[src/hdl/brs_pkg.sv]
// Shared types and constants for the block-aligned request splitter.
// No dependencies.
package brs_pkg;

   localparam int MAX_PIECES    = 64;
   localparam int IDX_W         = $clog2(MAX_PIECES);
   localparam int PIECE_INDEX_W = 6;

   localparam int OFF_W   = 32;
   localparam int SIZE_W  = 32;
   localparam int BLK_W   = 17;
   localparam int RA_W    = 5;
   localparam int POFF_W  = 33;

   localparam logic [BLK_W-1:0] BLK_MAX   = 17'd65536;
   localparam logic [BLK_W-1:0] BLK_RESET = 17'd4096;

   // remainder unit: quotient bits resolved per cycle
   localparam int DIV_BITS  = 4;
   localparam int DIV_STEPS = OFF_W / DIV_BITS;
   localparam int DIV_CNT_W = $clog2(DIV_STEPS);

   localparam int FIFO_DEPTH = 4;
   localparam int FIFO_PTR_W = $clog2(FIFO_DEPTH);
   localparam int FIFO_CNT_W = $clog2(FIFO_DEPTH + 1);

   localparam int CSR_INDEX_W = 4;
   localparam int CSR_DATA_W  = BLK_W;
   localparam logic [CSR_INDEX_W-1:0] REG_BLOCK_SIZE = 4'd0;
   localparam logic [CSR_INDEX_W-1:0] REG_READ_AHEAD = 4'd1;

   localparam logic OP_READ  = 1'b0;
   localparam logic OP_WRITE = 1'b1;

   // classified request, front to back
   typedef struct packed {
      logic              op;
      logic [OFF_W-1:0]  cur0;   // first piece offset
      logic [BLK_W-1:0]  first;  // first write piece size
      logic [SIZE_W-1:0] rest;   // bytes after the first piece
   } desc_type;

   typedef struct packed {
      logic full;
      logic empty;
   } fifo_status_type;

endpackage

[src/hdl/brs_rem_unit.sv]
// Multi-cycle remainder unit: offset mod block size, DIV_BITS bits per cycle.
// Depends on brs_pkg.
module brs_rem_unit (
   input  logic                       clock,
   input  logic                       reset,
   input  logic                       start,
   input  logic [brs_pkg::OFF_W-1:0]  dividend,
   input  logic [brs_pkg::BLK_W-1:0]  divisor,
   output logic                       done,
   output logic [brs_pkg::BLK_W-1:0]  remainder
);
   import brs_pkg::*;

   logic                 busy_ff, busy_in;
   logic                 done_ff, done_in;
   logic [DIV_CNT_W-1:0] cnt_ff, cnt_in;
   logic [OFF_W-1:0]     dvd_ff, dvd_in;
   logic [BLK_W-1:0]     rem_ff, rem_in;
   logic [BLK_W-1:0]     rem_step;

   // restoring steps; partial remainder stays below divisor so 18 bits hold the shift
   always_comb begin
      logic [BLK_W:0] r;
      r = {1'b0, rem_ff};
      for (int i = 0; i < DIV_BITS; i++) begin
         r = {r[BLK_W-1:0], dvd_ff[OFF_W-1-i]};
         if (r >= {1'b0, divisor}) begin
            r = r - {1'b0, divisor};
         end
      end
      rem_step = r[BLK_W-1:0];
   end

   always_comb begin
      busy_in = busy_ff;
      done_in = 1'b0;
      cnt_in  = cnt_ff;
      dvd_in  = dvd_ff;
      rem_in  = rem_ff;
      if (start) begin
         busy_in = 1'b1;
         cnt_in  = '0;
         dvd_in  = dividend;
         rem_in  = '0;
      end else if (busy_ff) begin
         rem_in = rem_step;
         dvd_in = dvd_ff << DIV_BITS;
         cnt_in = cnt_ff + 1'b1;
         if (cnt_ff == DIV_CNT_W'(DIV_STEPS - 1)) begin
            busy_in = 1'b0;
            done_in = 1'b1;
         end
      end
   end

   always_ff @(posedge clock) begin
      if (reset) begin
         busy_ff <= 1'b0;
         done_ff <= 1'b0;
         cnt_ff  <= '0;
      end else begin
         busy_ff <= busy_in;
         done_ff <= done_in;
         cnt_ff  <= cnt_in;
      end
      dvd_ff <= dvd_in;
      rem_ff <= rem_in;
   end

   assign done      = done_ff;
   assign remainder = rem_ff;

endmodule

[src/hdl/brs_front.sv]
// Front end: accepts requests, finds the in-block offset and classifies them.
// Depends on brs_pkg and brs_rem_unit.
module brs_front (
   input  logic                      clock,
   input  logic                      reset,
   input  logic                      req_tvalid,
   output logic                      req_tready,
   input  logic [63:0]               req_tdata,   // request_offset[31:0], request_size[63:32]
   input  logic [0:0]                req_tuser,   // opcode[0]
   input  logic [brs_pkg::BLK_W-1:0] blk,
   input  logic                      fifo_full,
   output logic                      push,
   output brs_pkg::desc_type         push_desc
);
   import brs_pkg::*;

   typedef enum logic [1:0] {S_IDLE, S_DIV, S_PUSH} state_type;

   state_type         state_ff;
   logic              op_ff;
   logic [OFF_W-1:0]  off_ff;
   logic [SIZE_W-1:0] size_ff;
   logic [BLK_W-1:0]  rem_ff;

   logic              accept;
   logic              div_done;
   logic [BLK_W-1:0]  div_rem;
   logic [BLK_W-1:0]  room;
   logic [BLK_W-1:0]  first;
   logic [SIZE_W-1:0] rest;
   logic [OFF_W-1:0]  base;

   assign req_tready = (state_ff == S_IDLE);
   assign accept     = req_tvalid && req_tready;

   brs_rem_unit u_rem (
      .clock     (clock),
      .reset     (reset),
      .start     (accept),
      .dividend  (req_tdata[31:0]),
      .divisor   (blk),
      .done      (div_done),
      .remainder (div_rem)
   );

   always_comb begin
      room  = blk - rem_ff;
      first = (size_ff < {15'b0, room}) ? size_ff[BLK_W-1:0] : room;
      rest  = size_ff - {15'b0, first};
      base  = off_ff - {15'b0, rem_ff};
   end

   assign push             = (state_ff == S_PUSH) && !fifo_full;
   assign push_desc.op     = op_ff;
   assign push_desc.cur0   = (op_ff == OP_WRITE) ? off_ff : base;
   assign push_desc.first  = first;
   assign push_desc.rest   = rest;

   always_ff @(posedge clock) begin
      if (reset) begin
         state_ff <= S_IDLE;
      end else begin
         unique case (state_ff)
            S_IDLE: begin
               if (accept) begin
                  op_ff    <= req_tuser[0];
                  off_ff   <= req_tdata[31:0];
                  size_ff  <= req_tdata[63:32];
                  state_ff <= S_DIV;
               end
            end
            S_DIV: begin
               if (div_done) begin
                  rem_ff   <= div_rem;
                  state_ff <= S_PUSH;
               end
            end
            S_PUSH: begin
               if (!fifo_full) begin
                  state_ff <= S_IDLE;
               end
            end
            default: state_ff <= S_IDLE;
         endcase
      end
   end

endmodule

[src/hdl/brs_fifo.sv]
// Short descriptor queue between front and back end.
// Depends on brs_pkg.
module brs_fifo (
   input  logic                      clock,
   input  logic                      reset,
   input  logic                      push,
   input  brs_pkg::desc_type         push_data,
   input  logic                      pop,
   output brs_pkg::desc_type         pop_data,
   output brs_pkg::fifo_status_type  status
);
   import brs_pkg::*;

   desc_type                entry_ff [FIFO_DEPTH];
   logic [FIFO_PTR_W-1:0]   wr_ptr_ff;
   logic [FIFO_PTR_W-1:0]   rd_ptr_ff;
   logic [FIFO_CNT_W-1:0]   cnt_ff;
   logic                    do_push;
   logic                    do_pop;

   assign status.full  = (cnt_ff == FIFO_CNT_W'(FIFO_DEPTH));
   assign status.empty = (cnt_ff == '0);
   assign do_push      = push && !status.full;
   assign do_pop       = pop && !status.empty;
   assign pop_data     = entry_ff[rd_ptr_ff];

   always_ff @(posedge clock) begin
      if (do_push) begin
         entry_ff[wr_ptr_ff] <= push_data;
      end
   end

   always_ff @(posedge clock) begin
      if (reset) begin
         wr_ptr_ff <= '0;
         rd_ptr_ff <= '0;
         cnt_ff    <= '0;
      end else begin
         if (do_push) begin
            wr_ptr_ff <= wr_ptr_ff + 1'b1;
         end
         if (do_pop) begin
            rd_ptr_ff <= rd_ptr_ff + 1'b1;
         end
         unique case ({do_push, do_pop})
            2'b10:   cnt_ff <= cnt_ff + 1'b1;
            2'b01:   cnt_ff <= cnt_ff - 1'b1;
            default: cnt_ff <= cnt_ff;
         endcase
      end
   end

endmodule

[src/hdl/brs_back.sv]
// Back end: emits the pieces of one classified request, one per cycle unless stalled.
// Depends on brs_pkg.
module brs_back (
   input  logic                      clock,
   input  logic                      reset,
   input  brs_pkg::desc_type         desc,
   input  brs_pkg::fifo_status_type  fifo_status,
   output logic                      pop,
   input  logic [brs_pkg::BLK_W-1:0] blk,
   input  logic [brs_pkg::RA_W-1:0]  ahead_blocks,
   output logic                      rsp_tvalid,
   input  logic                      rsp_tready,
   output logic [55:0]               rsp_tdata,  // piece_offset[32:0], piece_size[49:33],
                                                 // piece_index[55:50]
   output logic                      rsp_tlast,
   output logic [0:0]                rsp_tuser   // truncated[0]
);
   import brs_pkg::*;

   logic                     busy_ff;
   logic                     op_ff;
   logic [POFF_W-1:0]        cur_ff;
   logic [BLK_W-1:0]         first_ff;
   logic [SIZE_W-1:0]        rem_ff;
   logic [RA_W-1:0]          extra_ff;
   logic [IDX_W-1:0]         idx_ff;

   logic                     valid_ff;
   logic [POFF_W-1:0]        poff_ff;
   logic [BLK_W-1:0]         psize_ff;
   logic [PIECE_INDEX_W-1:0] pidx_ff;
   logic                     last_ff;
   logic                     trunc_ff;

   logic                     emit;
   logic [BLK_W-1:0]         step;
   logic [BLK_W-1:0]         e_size;
   logic [SIZE_W-1:0]        rem_in;
   logic [RA_W-1:0]          extra_in;
   logic [POFF_W-1:0]        cur_in;
   logic                     more;
   logic                     at_cap;
   logic                     e_last;
   logic [31:0]              idx_wide;

   assign pop  = !busy_ff && !fifo_status.empty;
   assign emit = busy_ff && (!valid_ff || rsp_tready);

   always_comb begin
      step = (rem_ff < {15'b0, blk}) ? rem_ff[BLK_W-1:0] : blk;
      if (idx_ff == '0) begin
         // first piece: write takes the partial head, read a whole block
         e_size   = (op_ff == OP_WRITE) ? first_ff : blk;
         rem_in   = rem_ff;
         extra_in = extra_ff;
      end else begin
         e_size   = (op_ff == OP_WRITE) ? step : blk;
         rem_in   = rem_ff - {15'b0, step};
         extra_in = (op_ff == OP_READ && rem_ff == '0) ? extra_ff - 1'b1 : extra_ff;
      end
      cur_in   = cur_ff + {16'b0, e_size};
      more     = (rem_in != '0) || (op_ff == OP_READ && extra_in != '0);
      at_cap   = (idx_ff == IDX_W'(MAX_PIECES - 1));
      e_last   = !more || at_cap;
      idx_wide = {{(32 - IDX_W){1'b0}}, idx_ff};
   end

   always_ff @(posedge clock) begin
      if (reset) begin
         busy_ff <= 1'b0;
      end else if (pop) begin
         busy_ff <= 1'b1;
      end else if (emit && e_last) begin
         busy_ff <= 1'b0;
      end
      if (pop) begin
         op_ff    <= desc.op;
         cur_ff   <= {1'b0, desc.cur0};
         first_ff <= desc.first;
         rem_ff   <= desc.rest;
         extra_ff <= ahead_blocks;
         idx_ff   <= '0;
      end else if (emit) begin
         cur_ff   <= cur_in;
         rem_ff   <= rem_in;
         extra_ff <= extra_in;
         idx_ff   <= idx_ff + 1'b1;
      end
   end

   // output register
   always_ff @(posedge clock) begin
      if (reset) begin
         valid_ff <= 1'b0;
      end else if (emit) begin
         valid_ff <= 1'b1;
      end else if (rsp_tready) begin
         valid_ff <= 1'b0;
      end
      if (emit) begin
         poff_ff  <= cur_ff;
         psize_ff <= e_size;
         pidx_ff  <= idx_wide[PIECE_INDEX_W-1:0];
         last_ff  <= e_last;
         trunc_ff <= more && at_cap;
      end
   end

   assign rsp_tvalid   = valid_ff;
   assign rsp_tdata    = {pidx_ff, psize_ff, poff_ff};
   assign rsp_tlast    = last_ff;
   assign rsp_tuser[0] = trunc_ff;

endmodule

[src/hdl/block_aligned_request_splitter.sv]
// Block-aligned request splitter. A read or write request (offset, size) is cut
// at block_size boundaries: reads give whole aligned blocks plus read_ahead_blocks
// more, writes give exact byte ranges, at most MAX_PIECES pieces, truncated flagged
// on the last. The front end accepts a request, finds the in-block offset in the
// remainder unit at 4 offset bits per cycle, picks up the remainder, then
// classifies and enqueues, waiting while the queue is full; it takes no new
// request until the enqueue. The back end loads a descriptor, then emits one piece
// per cycle while rsp_tready does not hold the output. A 4-entry queue lets the
// front classify the next request while the back emits. csr_ready is always high.
// Configuration must be written only while idle; the block itself does not enforce it.
// Depends on brs_pkg, brs_front, brs_fifo, brs_back.
module block_aligned_request_splitter (
   input  logic                            clock,
   input  logic                            reset,
   input  logic                            req_tvalid,
   output logic                            req_tready,
   input  logic [63:0]                     req_tdata,  // request_offset[31:0],
                                                       // request_size[63:32]
   input  logic [0:0]                      req_tuser,  // opcode[0]
   output logic                            rsp_tvalid,
   input  logic                            rsp_tready,
   output logic [55:0]                     rsp_tdata,  // piece_offset[32:0],
                                                       // piece_size[49:33],
                                                       // piece_index[55:50]
   output logic                            rsp_tlast,  // last
   output logic [0:0]                      rsp_tuser,  // truncated[0]
   input  logic                            csr_valid,
   output logic                            csr_ready,
   input  logic [brs_pkg::CSR_INDEX_W-1:0] csr_index,
   input  logic [brs_pkg::CSR_DATA_W-1:0]  csr_data
);
   import brs_pkg::*;

   logic [BLK_W-1:0] block_size_ff;
   logic [RA_W-1:0]  read_ahead_ff;
   logic [BLK_W-1:0] blk;

   logic             push;
   desc_type         push_desc;
   desc_type         pop_desc;
   logic             pop;
   fifo_status_type  fifo_status;

   assign csr_ready = 1'b1;

   always_ff @(posedge clock) begin
      if (reset) begin
         block_size_ff <= BLK_RESET;
         read_ahead_ff <= '0;
      end else if (csr_valid && csr_ready) begin
         unique case (csr_index)
            REG_BLOCK_SIZE: block_size_ff <= csr_data;
            REG_READ_AHEAD: read_ahead_ff <= csr_data[RA_W-1:0];
            default: ;
         endcase
      end
   end

   // zero acts as one, anything above 64 KiB as 64 KiB
   always_comb begin
      priority if (block_size_ff == '0) begin
         blk = BLK_W'(1);
      end else if (block_size_ff > BLK_MAX) begin
         blk = BLK_MAX;
      end else begin
         blk = block_size_ff;
      end
   end

   brs_front u_front (
      .clock      (clock),
      .reset      (reset),
      .req_tvalid (req_tvalid),
      .req_tready (req_tready),
      .req_tdata  (req_tdata),
      .req_tuser  (req_tuser),
      .blk        (blk),
      .fifo_full  (fifo_status.full),
      .push       (push),
      .push_desc  (push_desc)
   );

   brs_fifo u_fifo (
      .clock     (clock),
      .reset     (reset),
      .push      (push),
      .push_data (push_desc),
      .pop       (pop),
      .pop_data  (pop_desc),
      .status    (fifo_status)
   );

   brs_back u_back (
      .clock        (clock),
      .reset        (reset),
      .desc         (pop_desc),
      .fifo_status  (fifo_status),
      .pop          (pop),
      .blk          (blk),
      .ahead_blocks (read_ahead_ff),
      .rsp_tvalid   (rsp_tvalid),
      .rsp_tready   (rsp_tready),
      .rsp_tdata    (rsp_tdata),
      .rsp_tlast    (rsp_tlast),
      .rsp_tuser    (rsp_tuser)
   );

endmodule

[config.mk]
export PLATFORM = sky130hd
export DESIGN_NAME = block_aligned_request_splitter
export DESIGN_NICKNAME = d
export VERILOG_FILES = /design/src/hdl/brs_pkg.sv /design/src/hdl/brs_rem_unit.sv /design/src/hdl/brs_front.sv /design/src/hdl/brs_fifo.sv /design/src/hdl/brs_back.sv /design/src/hdl/block_aligned_request_splitter.sv
export SDC_FILE = /design/constraint.sdc
export NUM_CORES = 1
export LEC_CHECK = 0
export ABC_AREA = 0
export BUFFER_PORTS_ARGS = -buffer_cell sky130_fd_sc_hd__buf_2
export CAP_MARGIN = 15
export CORE_MARGIN = 3
export CORE_UTILIZATION = 50
export CTS_CLUSTER_SIZE = 14
export DETAILED_ROUTE_END_ITERATION = 16
export GPL_TIMING_DRIVEN = 0
export PLACE_DENSITY = 0.64
export SYNTH_ARGS = -nofsm -noshare
export SYNTH_HDL_FRONTEND = slang
export SYNTH_SLANG_ARGS = --single-unit
[constraint.sdc]
create_clock -name clock -period 22.8 [get_ports clock]
set_input_delay 1.14 -clock clock [delete_from_list [all_inputs] [get_ports clock]]
set_output_delay 1.14 -clock clock [all_outputs]
set_load 0.005 [all_outputs]
==> results.txt <==
Port bufs - 150
Worst R2R Start - block_size_ff[16]
HP Class - register to register
Mux cell area share after synthesis - 0.0813
Yosys warns - 0
R2R depth - 49
Post-CTS Hold Fix Bufs - 0
Drt total wl - 96.9 mm
Worst-path clk slew - 0.06 ns
Post-CTS Setup Inserts - 0
DRT Pass-1 Iters - 6
CTS resizes - 0
Total global routing overflow - 0
#FFs+latches synth - 651
Ys flop type - edfxtp_1
Placer Congestion - 0.954
Period minus WS final - 14.59 ns
Critical Path Slowest Stage Cell - o41ai_1
Largest net degree at the start of global routing - 46
Worst-Skew Late Latency - 0.63 ns
R2R setup slack - 8.21 ns
Crit path DAT - 15.07 ns
Final Max Tran Viols - 0
Post-route DRC - 0
Status - complete, no violations
Fin. Hold Viols - 0
Boundary Pins - 152
Share of layout cells above drive strength 1 - 0.135
Final setup vio count - 0
Vias - 23942
Die width - 267 µm
Cell variety after synth - 91
WL per Instance - 24.5 µm
Detail Route Antenna Nets - 0
ANT cells - 0
Crit-path max FO - 10
Setup_tns - 0 ns
First-pass GRT wire length - 144 mm
Synthesis-to-layout area growth - 13.1%
Tightest Pin Transition - 1.14 ns
Synthesized cell area - 34200 µm²
CTS sink count - 651
Number of global-route vias before repair - 23358
Hold EP - u_back.pidx_ff[2]
Critical path's largest stage delay - 0.72 ns
WHS - 0.438 ns
CTS tree - yes
Worst Path Required - 23.28 ns
GRT Total Usage - 0.270
CORE AREA - 67400 µm²
Fillers - 5496
Worst Hold Launch - u_back.idx_ff[2]
Synth Area in Compound Gates - 0.103
Worst r2r dst - u_front.u_rem.remainder[1]
Worst slew margin - 0.238
Die area - 71500 µm²
Sequential fraction of the synthesis area - 0.553
Site row count - 95
Fin crit share - 0.640
Fin area - 38600 µm²
Synth Area per Inst - 12.2 µm²
Hold Path Depth - 0
Fmax - 68.5 MHz
Most used cell, CP - a21oi_1
Dpl hpwl - 73.2 mm
CP Class - register to register
CP endpoint kind - register
Initial drt markers - 2346
Multi-input logic area - 14400 µm²
Post-synth ARST share - 0
Largest family of logic cells by synthesized area - simple AND/OR/NAND/NOR gates
Max Buffers Root-to-Sink - 3
Initial antenna violation count - 1
Die Y - 267 µm
Clock Tree Root - clkbuf_16
Vias/cell - 6.05
Fin nets - 3325
Cells after Synth - 2795
Synth Area in Simple Gates - 0.110
Area share of xor/xnor cells in the synthesized design - 0.0490
FF+latch area - 18900 µm²
Adder-Cell Fraction of Synth Area - 0.0769
Crit path launch type - register
Post-synth EDFFs - 587
H-tree Lvls - 3
Placement Cell Area - 36300 µm²
Num CTS Buffers - 71
Clk_skew - 0.0404 ns
Synthesized net count - 3090
Max-cap violations - 0
Starting Density - 0.507
RSZ-0062 raised after global routing - no
[metal layers]
metal / global-route usage / wire length, µm / vias to the layer above
li1: - / - / 11001
met1: 0.387 / 42700 / 11921
met2: 0.422 / 43900 / 863
met3: 0.0461 / 7070 / 157
met4: 0.0900 / 3230 / 0
met5: 0 / 0 / -
[cells in the mapped netlist (all sizes together) (14+ instances only)]
master | count | area (µm²)
nand3 | 36 | 185
inv | 132 | 495
nor4 | 27 | 190
o211ai | 18 | 135
edfxtp | 587 | 17600
xor2 | 80 | 701
a22oi | 17 | 128
or3 | 22 | 145
nand2b | 26 | 163
o31ai | 17 | 128
a31oi | 19 | 119
o21ai | 135 | 676
nor2 | 190 | 716
nor2b | 23 | 144
mux2 | 24 | 270
xnor2 | 111 | 972
mux4 | 82 | 1850
and3 | 25 | 156
o21a | 25 | 188
dfxtp | 64 | 1280
nor3 | 67 | 347
a21oi | 149 | 746
and2 | 14 | 87.6
o22ai | 18 | 113
clkbuf | 66 | 248
nand4 | 19 | 119
ha | 194 | 2430
buf | 25 | 116
mux2i | 66 | 661
a21o | 36 | 270
a211oi | 25 | 188
nand2 | 302 | 1130
o21bai | 14 | 105
[sequential cells by signal, summed over array words and instances (netlist names), 6 cells and up, named ones only]
register	count
u_front.u_rem.remainder	17
u_front.size_ff	32
u_front.rem_ff	17
u_front.u_rem.dvd_ff	32
u_fifo.entry_ff	328
u_back.first_ff	17
u_back.rem_ff	32
u_front.off_ff	32
u_back.idx_ff	6
block_size_ff	17
u_back.cur_ff	33
u_back.poff_ff	33
u_back.psize_ff	17
u_back.pidx_ff	6
[through the flow]
stage                     instances  worst slack, ns   util
after floorplan                2795            12.13      -
after detailed placement       3828             8.46  0.538
after global placement         3818             8.50  0.534
after global routing           3960             7.30  0.573
final                          3960             8.21  0.573
after CTS                      3958             8.35  0.573
[worst max-delay path: cells and delay by family (launching register included)]
kind	cells	cell delay, ns
flops	1	0.31
buf+inv	10	3.24
simple gates	14	3.83
fa+ha+maj	4	1.41
mux	1	0.31
compound gates	20	5.32
[worst max path at each step]
stage                            from                         end  slack [ns]  depth (start not counted)
CTS                 block_size_ff[16]  u_front.u_rem.remainder[1]        8.35                         51
floorplan            block_size_ff[2]  u_front.u_rem.remainder[1]       12.13                         48
finish              block_size_ff[16]  u_front.u_rem.remainder[1]        8.21                         49
detailed placement  block_size_ff[16]  u_front.u_rem.remainder[1]        8.46                         49
global route        block_size_ff[16]  u_front.u_rem.remainder[1]        7.30                         49
global placement    block_size_ff[16]  u_front.u_rem.remainder[1]        8.50                         51
[cells in the final DEF, fill, tap and decap left out, types with 22 or more instances in the layout]
cell	n
nor2b_1	23
ha_1	194
nor3_1	65
nor4_1	25
nand2_1	301
a211oi_1	25
clkbuf_16	73
o21a_1	25
and3_1	25
a21oi_1	149
nand2b_1	25
mux2i_1	66
mux4_2	82
dfxtp_1	64
xnor2_1	111
a21o_1	36
nand3_1	35
xor2_1	80
mux2_2	22
clkbuf_1	88
inv_1	132
buf_2	156
nor2_1	188
edfxtp_1	587
o21ai_0	133
[layout make-up]
class | count | area share
Inverter | 134 | 0.0131
Timing Repair Buffer | 162 | 0.0256
Multi-Input combinational cell | 1919 | 0.373
Clock inverter | 31 | 0.0104
Tap cell | 873 | 0.0283
Clock buffer | 99 | 0.0506
Buffer | 91 | 0.00946
Sequential cell | 651 | 0.489
[cell families after synthesis]
kind of cell | Yosys count
and+or+nand+nor | 799
DFF | 651
AOI/OAI and AO/OA | 552
buffers and inverters | 225
adders and majority gates | 204
xor gates and xnor gates | 191
muxes | 172
other | 1
Power is not shown: default switching activity piles up to over one toggle a cycle in this logic, so the estimate is an artifact.
